File: config.mk
export PLATFORM = sky130hd
export DESIGN_NAME = stick_channel_conditioner_top
export DESIGN_NICKNAME = d
export VERILOG_FILES = /design/src/rtl/scc_pkg.sv /design/src/rtl/scc_lane.sv /design/src/rtl/scc_merge.sv /design/src/rtl/stick_channel_conditioner_top.sv
export SDC_FILE = /design/constraint.sdc
export NUM_CORES = 1
export LEC_CHECK = 0
export CORE_MARGIN = 2
export CORE_UTILIZATION = 44
export CTS_CLUSTER_DIAMETER = 200
export DETAILED_ROUTE_END_ITERATION = 8
export DONT_BUFFER_PORTS = 1
export SYNTH_ARGS = -nofsm -noshare
export SYNTH_HDL_FRONTEND = slang
export SYNTH_SLANG_ARGS = --single-unit
File: constraint.sdc
create_clock -name clk_i -period 6.1 [get_ports clk_i]
set_input_delay 1.525 -clock clk_i [delete_from_list [all_inputs] [get_ports clk_i]]
set_output_delay 1.525 -clock clk_i [all_outputs]
set_load 0.005 [all_outputs]
File: src/rtl/scc_pkg.sv
// Shared types and constants for the stick channel conditioner.
// No dependencies; used by every module of the block.
package scc_pkg;

  // Field widths
  localparam int unsigned SampleBitsDef = 12;
  localparam int unsigned OffsetBits    = 11;
  localparam int unsigned ValueBits     = 16;
  localparam int unsigned NumChannels   = 4;
  localparam int unsigned ChanIdxBits   = 2;

  // Channel value constants
  localparam logic [ValueBits-1:0] BaseValue = 16'd1000;
  localparam logic [ValueBits-1:0] MirrorSum = 16'd3000;
  localparam logic [ValueBits-1:0] HighLimit = 16'd1999;
  localparam logic [ValueBits-1:0] HighSub   = 16'd1005;
  localparam logic [ValueBits-1:0] LowLimit  = 16'd1010;
  localparam logic [ValueBits-1:0] LowSub    = 16'd2000;

  // Configuration register indexes, also the lane order
  typedef enum logic [ChanIdxBits-1:0] {
    CfgThrottle = 2'd0,
    CfgPitch    = 2'd1,
    CfgYaw      = 2'd2,
    CfgRoll     = 2'd3
  } cfg_idx_e;

  typedef logic [ValueBits-1:0]  value_t;
  typedef logic signed [OffsetBits-1:0] offset_t;

  // Lane results handed to the merging stage
  typedef struct packed {
    logic   take;
    value_t throttle;
    value_t pitch;
    value_t yaw;
    value_t roll;
  } lane_res_t;

endpackage

File: src/rtl/scc_lane.sv
// One channel lane: offset add, optional mirror with overrides, alpha-1/4 smoothing.
// Depends on scc_pkg.
module scc_lane #(
  parameter int unsigned SAMPLE_BITS = scc_pkg::SampleBitsDef,
  parameter bit          MIRROR      = 1'b0
) (
  input  logic                   clk_i,
  input  logic                   rst_ni,
  input  logic [SAMPLE_BITS-1:0] sample_i,
  input  scc_pkg::offset_t       offset_i,
  input  logic                   take_i,
  output scc_pkg::value_t        result_o
);

  localparam int unsigned VB = scc_pkg::ValueBits;

  scc_pkg::value_t raw;
  scc_pkg::value_t val;
  logic [VB+1:0]   sum;
  scc_pkg::value_t hist_q;
  scc_pkg::value_t hist_d;

  // Base plus quarter sample plus sign-extended offset, modulo 2^16
  assign raw = scc_pkg::BaseValue
             + {{(VB-SAMPLE_BITS+2){1'b0}}, sample_i[SAMPLE_BITS-1:2]}
             + {{(VB-scc_pkg::OffsetBits){offset_i[scc_pkg::OffsetBits-1]}}, offset_i};

  // Mirror about 1500 with out-of-range overrides
  generate
    if (MIRROR) begin : g_mirror
      always_comb begin
        if (raw > scc_pkg::HighLimit) begin
          val = scc_pkg::HighSub;
        end else if (raw < scc_pkg::LowLimit) begin
          val = scc_pkg::LowSub;
        end else begin
          val = scc_pkg::MirrorSum - raw;
        end
      end
    end else begin : g_direct
      assign val = raw;
    end
  endgenerate

  // out = floor((v + 3*hist) / 4)
  assign sum    = {2'b00, val} + {1'b0, hist_q, 1'b0} + {2'b00, hist_q};
  assign hist_d = sum[VB+1:2];
  assign result_o = hist_d;

  // Filter history advances on each input transfer
  always_ff @(posedge clk_i or negedge rst_ni) begin
    if (!rst_ni) begin
      hist_q <= '0;
    end else if (take_i) begin
      hist_q <= hist_d;
    end
  end

endmodule

File: src/rtl/scc_merge.sv
// Merging stage: gathers the four lane results into one output register.
// Depends on scc_pkg.
module scc_merge (
  input  logic               clk_i,
  input  logic               rst_ni,
  input  scc_pkg::lane_res_t lanes_i,
  input  logic               out_stall_i,
  output logic               busy_o,
  output logic               out_valid_o,
  output scc_pkg::value_t    throttle_out_o,
  output scc_pkg::value_t    pitch_out_o,
  output scc_pkg::value_t    yaw_out_o,
  output scc_pkg::value_t    roll_out_o
);

  logic               valid_q;
  logic               valid_d;
  scc_pkg::lane_res_t res_q;

  // Slot stays full while the consumer stalls
  assign busy_o = valid_q & out_stall_i;

  always_comb begin
    if (lanes_i.take) begin
      valid_d = 1'b1;
    end else if (out_stall_i) begin
      valid_d = valid_q;
    end else begin
      valid_d = 1'b0;
    end
  end

  always_ff @(posedge clk_i or negedge rst_ni) begin
    if (!rst_ni) begin
      valid_q <= 1'b0;
    end else begin
      valid_q <= valid_d;
    end
  end

  // Payload, no reset needed
  always_ff @(posedge clk_i) begin
    if (lanes_i.take) begin
      res_q <= lanes_i;
    end
  end

  assign out_valid_o    = valid_q;
  assign throttle_out_o = res_q.throttle;
  assign pitch_out_o    = res_q.pitch;
  assign yaw_out_o      = res_q.yaw;
  assign roll_out_o     = res_q.roll;

endmodule

File: src/rtl/stick_channel_conditioner_top.sv
// Stick channel conditioner: four parallel channel lanes and an output register.
// A result is registered and appears in the cycle after its input transfer.
// Throughput: one item per cycle unless the output slot is full and stalled.
// Reset: filter histories and offsets clear to zero, output slot empties.
// Depends on scc_pkg, scc_lane, scc_merge.
module stick_channel_conditioner_top #(
  parameter int unsigned SAMPLE_BITS = scc_pkg::SampleBitsDef
) (
  input  logic                            clk_i,
  input  logic                            rst_ni,
  // Configuration write port
  input  logic                            cfg_we_i,
  input  logic [scc_pkg::ChanIdxBits-1:0] cfg_idx_i,
  input  logic [scc_pkg::OffsetBits-1:0]  cfg_data_i,
  // Input channel
  input  logic                            in_valid_i,
  output logic                            in_stall_o,
  input  logic [SAMPLE_BITS-1:0]          adc_throttle_i,
  input  logic [SAMPLE_BITS-1:0]          adc_pitch_i,
  input  logic [SAMPLE_BITS-1:0]          adc_yaw_i,
  input  logic [SAMPLE_BITS-1:0]          adc_roll_i,
  // Output channel
  output logic                            out_valid_o,
  input  logic                            out_stall_i,
  output logic [scc_pkg::ValueBits-1:0]   throttle_out_o,
  output logic [scc_pkg::ValueBits-1:0]   pitch_out_o,
  output logic [scc_pkg::ValueBits-1:0]   yaw_out_o,
  output logic [scc_pkg::ValueBits-1:0]   roll_out_o
);

  scc_pkg::offset_t   throttle_off_q, pitch_off_q, yaw_off_q, roll_off_q;
  scc_pkg::lane_res_t lanes;
  logic               take;
  logic               busy;

  // Calibration offset registers
  always_ff @(posedge clk_i or negedge rst_ni) begin
    if (!rst_ni) begin
      throttle_off_q <= '0;
      pitch_off_q    <= '0;
      yaw_off_q      <= '0;
      roll_off_q     <= '0;
    end else if (cfg_we_i) begin
      case (scc_pkg::cfg_idx_e'(cfg_idx_i))
        scc_pkg::CfgThrottle: throttle_off_q <= cfg_data_i;
        scc_pkg::CfgPitch:    pitch_off_q    <= cfg_data_i;
        scc_pkg::CfgYaw:      yaw_off_q      <= cfg_data_i;
        scc_pkg::CfgRoll:     roll_off_q     <= cfg_data_i;
        default: ;
      endcase
    end
  end

  // Input transfer
  assign in_stall_o = busy;
  assign take       = in_valid_i & ~busy;
  assign lanes.take = take;

  scc_lane #(.SAMPLE_BITS(SAMPLE_BITS), .MIRROR(1'b0)) u_lane_throttle (
    .clk_i    (clk_i),
    .rst_ni   (rst_ni),
    .sample_i (adc_throttle_i),
    .offset_i (throttle_off_q),
    .take_i   (take),
    .result_o (lanes.throttle)
  );

  scc_lane #(.SAMPLE_BITS(SAMPLE_BITS), .MIRROR(1'b0)) u_lane_pitch (
    .clk_i    (clk_i),
    .rst_ni   (rst_ni),
    .sample_i (adc_pitch_i),
    .offset_i (pitch_off_q),
    .take_i   (take),
    .result_o (lanes.pitch)
  );

  scc_lane #(.SAMPLE_BITS(SAMPLE_BITS), .MIRROR(1'b1)) u_lane_yaw (
    .clk_i    (clk_i),
    .rst_ni   (rst_ni),
    .sample_i (adc_yaw_i),
    .offset_i (yaw_off_q),
    .take_i   (take),
    .result_o (lanes.yaw)
  );

  scc_lane #(.SAMPLE_BITS(SAMPLE_BITS), .MIRROR(1'b1)) u_lane_roll (
    .clk_i    (clk_i),
    .rst_ni   (rst_ni),
    .sample_i (adc_roll_i),
    .offset_i (roll_off_q),
    .take_i   (take),
    .result_o (lanes.roll)
  );

  scc_merge u_merge (
    .clk_i          (clk_i),
    .rst_ni         (rst_ni),
    .lanes_i        (lanes),
    .out_stall_i    (out_stall_i),
    .busy_o         (busy),
    .out_valid_o    (out_valid_o),
    .throttle_out_o (throttle_out_o),
    .pitch_out_o    (pitch_out_o),
    .yaw_out_o      (yaw_out_o),
    .roll_out_o     (roll_out_o)
  );

endmodule

# Yosys cells after proc, flatten, opt, wreduce, memory -nomap -nowiden
# Index checks and enable logic that the tools add are counted.
# totals
regBits	173
input_bits	66
out_inout_bits	66
wordCells	53
# classes
add_sub_neg	18
n_lt_le_gt_ge	4
n_eq_ne	4
mux	6
bitwise_logic	3
n_reduce_logical	5
# ops
cell	n
$add A16 B17 Y18	4
$add A18 B16 Y18	4
$add A16 B16 Y16	4
$mux W16	4
$add A10 B10 Y11 const A	4
$gt A16 B11 Y1 const B	2
$lt A16 B10 Y1 const B	2
$sub A12 B16 Y16 const A	2
$reduce_and A2 Y1	4
$eq A2 B2 Y1 const B	2
$and A1 B1 Y1	2
$eq A2 B1 Y1 const B	1
$logic_not A2 Y1	1
$mux W1	2
$ne A2 B1 Y1 const B	1
$not A1 Y1	1

# Depth between registers and ports, before layout
# logic_depth
word_depth	7
mapped_depth	27
depth_no_buf	26

# Modules after synthesis
# From an unflattened synthesis, not the netlist that was laid out.
# unflattened
cells_unflattened	1479
hier_area_um2	14926.8
# by_module_without_submodules
module	instances	cells_per_inst	area_each_um2	seq_area_each_um2
scc_lane (u_lane_roll)	1	368	3143.0	400.4
scc_lane (u_lane_yaw)	1	352	3020.4	400.4
scc_lane (u_lane_pitch)	1	307	2557.5	400.4
scc_lane (u_lane_throttle)	1	288	2414.8	400.4
scc_merge	1	67	1960.6	1946.9
stick_channel_conditioner_top	1	97	1830.5	1101.1

# Least setup slack after synthesis
# Ideal clock, no wire load.
# synth_path
path_type	input to register
from	input port adc_roll_i[5]
to	register u_merge.res_q, in the netlist u_merge.roll_out_o[13] (data pin)
setup_ps	261
arrival_ps	7093
required_time_ps	5839
slack_ps	-1254
stages	26
n_path_buf	1
cell_sequence	ha_1 nor3_1 xor2_1 ha_1 clkbuf_1 a21o_1 a211oi_1 a311oi_1 or4_1 o21ai_0 o21ai_0 a21oi_1 nand2_1 fa_1 or3_1 fa_1 nor2b_1 o21ai_0 a21oi_1 o21ai_0 a21boi_0 o2111ai_1 a21boi_0 o21a_1 o21a_1 xor2_1
# synth_rtl
element	line	text
from (decl)	stick_channel_conditioner_top.sv:21	input logic [SAMPLE_BITS-1:0] adc_roll_i,
to (signal assigned)	scc_merge.sv:44	res_q <= lanes_i;
to (decl)	scc_merge.sv:18	scc_pkg::lane_res_t res_q;

==> metrics.md <==
| Metric | Value |
|---|---|
| Crit-path max FO | `6` |
| Routed vias | `about 10000` |
| Count leader, synth | `inv_1` |
| Async set or reset register ratio after synthesis | `0.6301` |
| Die height | `180.9 um` |
| CP max stage cell | `fa_2` |
| Full die area | `0.03273 mm2` |
| CP required | `between 6 and 7 ns` |
| Yosys reg bits | `173` |
| Final setup viols | `21` |
| CP Class | `in -> reg` |
| CP bufs+invs | `0` |
| Design area | `about 0.017 mm2` |
| DRT Wirelength | `around 32000 um` |
| CP peak stage delay | `0.48 ns` |
| Top-area cell type share of the netlist area | `0.1981` |
| Final worst path period need | `approximately 6.3 ns` |
| Largest net degree at the start of global routing | `110` |
| Worst Setup SP | `adc_yaw_i[9]` |
| Skew final | `a little under 0.01 ns` |
| Failing checks | `negative setup slack` |
| EDFF count, synth | `64` |
| RePlAce Congestion | `around 0.9` |
| Slew headroom | `0.5670` |
| Die extent in x | `~180 um` |
| Syn Area/Cell | `between 9 and 10 um2` |
| R2R Setup Slk | `approximately 0.54 ns` |
| Cell taking the most area after synthesis | `dfrtp_1` |
| First-pass GRT wire length | `52540 um` |
| Register area share after synthesis | `0.3376` |
| Vias in the first global route | `about 11000` |
| Synth Flop Type | `dfrtp_1` |
| Post-route ant nets | `0` |
| Congestion Overflow GR | `0` |
| Mean number of vias per cell | `about 5.3` |
| Layout cell share with drive strength beyond 1 | `0.2514` |
| Top cell by count, worst path | `a21o_1` |
| # rows | `64` |
| Iter 0 DRT Violations | `around 430` |
| DPL Wire Length | `roughly 24000 um` |
| Io pins | `132` |
| Setup crit end kind | `register` |
| CTS root buf | `clkbuf_16` |
| Cell Area, Placed | `0.01573 mm2` |
| DP Worst Slack | `-0.9123 ns` |
| Period utilization | `1.028` |
| Mapped Cells | `~1400` |
| Most common library cells after synthesis | `inv_1, ha_1, dfrtp_1, nand2_1, a21oi_1` |
| RSZ-0062 raised after global routing | `yes` |
| Crit path DAT | `6.47 ns` |
| Non-Filler Instances | `between 1500 and 2000` |
| Min-delay worst type | `reg -> reg` |
| Initial antenna violation count | `2` |
| Starting density of the core | `0.4490` |
| Post-DR wirelength/cell | `15.96 um` |
| YS warnings | `0` |
| I/O Buffers | `0` |
| Area delta synth->final | `21.59%` |
| FF-to-FF Start | `roll_off_q[0]$_DFFE_PN0P_` |
| Synth unique cells | `77` |
| Final hold violations | `0` |
| Clk sinks | `between 150 and 200` |
| Setup ws final | `-0.1693 ns` |
| Worst Setup Start Kind | `input pin` |
| Core area | `0.03067 mm2` |
| Status | `complete, but fails checks` |
| Drt pass-1 iters | `4` |
| Residual DRC count | `0` |
| CTS hold repair buffers | `0` |
| Fmax | `159.5 MHz` |
| Skew-Pair Late Insertion Delay | `between 0.4 and 0.5 ns` |
| Hold path startpoint | `u_lane_roll.hist_q[0]$_DFFE_PN0P_` |
| CTS max path bufs | `2` |
| Slew Viols, Final | `0` |
| Placed instance count | `around 1900` |
| TritonCTS Buffers | `17` |
| Htree depth | `4` |
| Post-layout util | `0.5459` |
| Worst slew pin tran | `0.6495 ns` |
| Cells along the critical path | `or3_4 > nor3_2 > xor2_1 > ha_2 > nand4_1 > and3b_1 > or4_1 > a32o_2 > nand2_2 > a21o_1 > fa_2 > ha_4 > a21o_1 > a21o_1 > a21o_1 > a21o_1 > a21o_1 > or3b_4 > a31oi_4 > o31ai_4 > a21oi_2 > xnor2_1` |
| Clk slew on worst S/H paths | `0.07 ns` |
| Max cap viols | `0` |
| CTS tree | `built` |
| Ranking of synthesized cells by area | `dfrtp_1, edfxtp_1, ha_1` |
| Final #Nets | `~1800` |
| Mapped Area | `0.01377 mm2` |
| Critical path's top delay family | `compound AO/OA/AOI/OAI gates` |
| GRT Total Usage | `0.1992` |
[state kept, by name, summed over array words and instances, names as in the netlist]
| name | cells |
|---|---|
| u_merge.throttle_out_o | 16 |
| yaw_off_q | 11 |
| roll_off_q | 11 |
| pitch_off_q | 11 |
| u_lane_pitch.hist_q | 16 |
| u_lane_roll.hist_q | 16 |
| u_lane_throttle.hist_q | 16 |
| u_merge.pitch_out_o | 16 |
| u_merge.out_valid_o | 1 |
| u_merge.roll_out_o | 16 |
| throttle_off_q | 11 |
| u_lane_yaw.hist_q | 16 |
| u_merge.yaw_out_o | 16 |
[final timing paths]
check,endpoint,depth (start not counted)
max in group asynchronous,u_merge.out_valid_o$_DFFE_PN0P_,0
setup / recovery,u_merge.yaw_out_o[12]$_DFFE_PP_,22
min in group asynchronous,pitch_off_q[4]$_DFFE_PN0P_,0
hold / removal,u_lane_roll.hist_q[0]$_DFFE_PN0P_,2
hold reg to reg,u_lane_roll.hist_q[0]$_DFFE_PN0P_,2
setup reg to reg,u_merge.roll_out_o[12]$_DFFE_PP_,26
[worst register-to-register path, delay by kind of cell, from the launching register on]
family                     cells  cell delay (ns)
AOI/OAI and AO/OA             10             2.03
xor gates and xnor gates       1             0.14
and+or+nand+nor                8             1.09
adders and majority gates      4             1.27
buffers and inverters          3             0.39
DFF                            1             0.41
[cells by family after synthesis]
kind of cell             after synthesis  synth area share
other                                  1         0.0002723
multiplexers                          62           0.05070
AO/OA/AOI/OAI                        326            0.1608
adder cells (fa/ha/maj)              188            0.2079
XOR/XNOR                             121           0.07696
flip-flops                           173            0.3376
AND/OR/NAND/NOR                      320            0.1140
buffers and inverters                189           0.05170
[area by class of cell]
type / count / area (um2)
fill: 2731 / 13930
multi-input combinational: 1027 / 8945
sequential: 173 / 4649
timing repair buffer: 193 / 1469
inverter: 158 / 598.1
tap: 396 / 495.5
clock buffer: 19 / 454.2
clock inverter: 13 / 127.6
antenna: 2 / 5.005
[per-layer routing]
metal,share of wire,up-vias,wire [um],global-route usage
met1,0.44,5051,13990,0.2436
met2,0.49,152,15560,0.3451
met5,0,-,0,0
li1,-,5201,-,-
met4,0.019,0,601,0.05806
met3,0.046,35,1462,0.05241
[stage by stage]
step           hold slack [ns]  TNS, ns
2_1_floorplan           0.4485   -7.522
3_3_place_gp            0.4645   -21.79
3_5_place_dp            0.4727   -24.70
4_1_cts                 0.4903   -2.030
5_1_grt                 0.5123   -7.958
6_report                0.4831   -1.959
[layout by cell type (no fill, tap or decap), drive strengths merged, types with 51 or more instances in the layout]
cell type and n:
inv 164, dfrtp 109, buf 193, ha 120
nor2 79, o21ai 77, nand2 104, xnor2 70
edfxtp 64, fa 68, xor2 51, a21oi 83
mux2 62
[what timing repair did]
action | in CTS | in global routing
gates resized for setup | 27 | 28
gates cloned | 0 | 0
endpoints found under the setup margin | 25 | 39
pin swaps | 40 | 18
setup buffers | 13 | 5
Power is not shown: default switching activity piles up to over one toggle a cycle in this logic, so the estimate is an artifact.
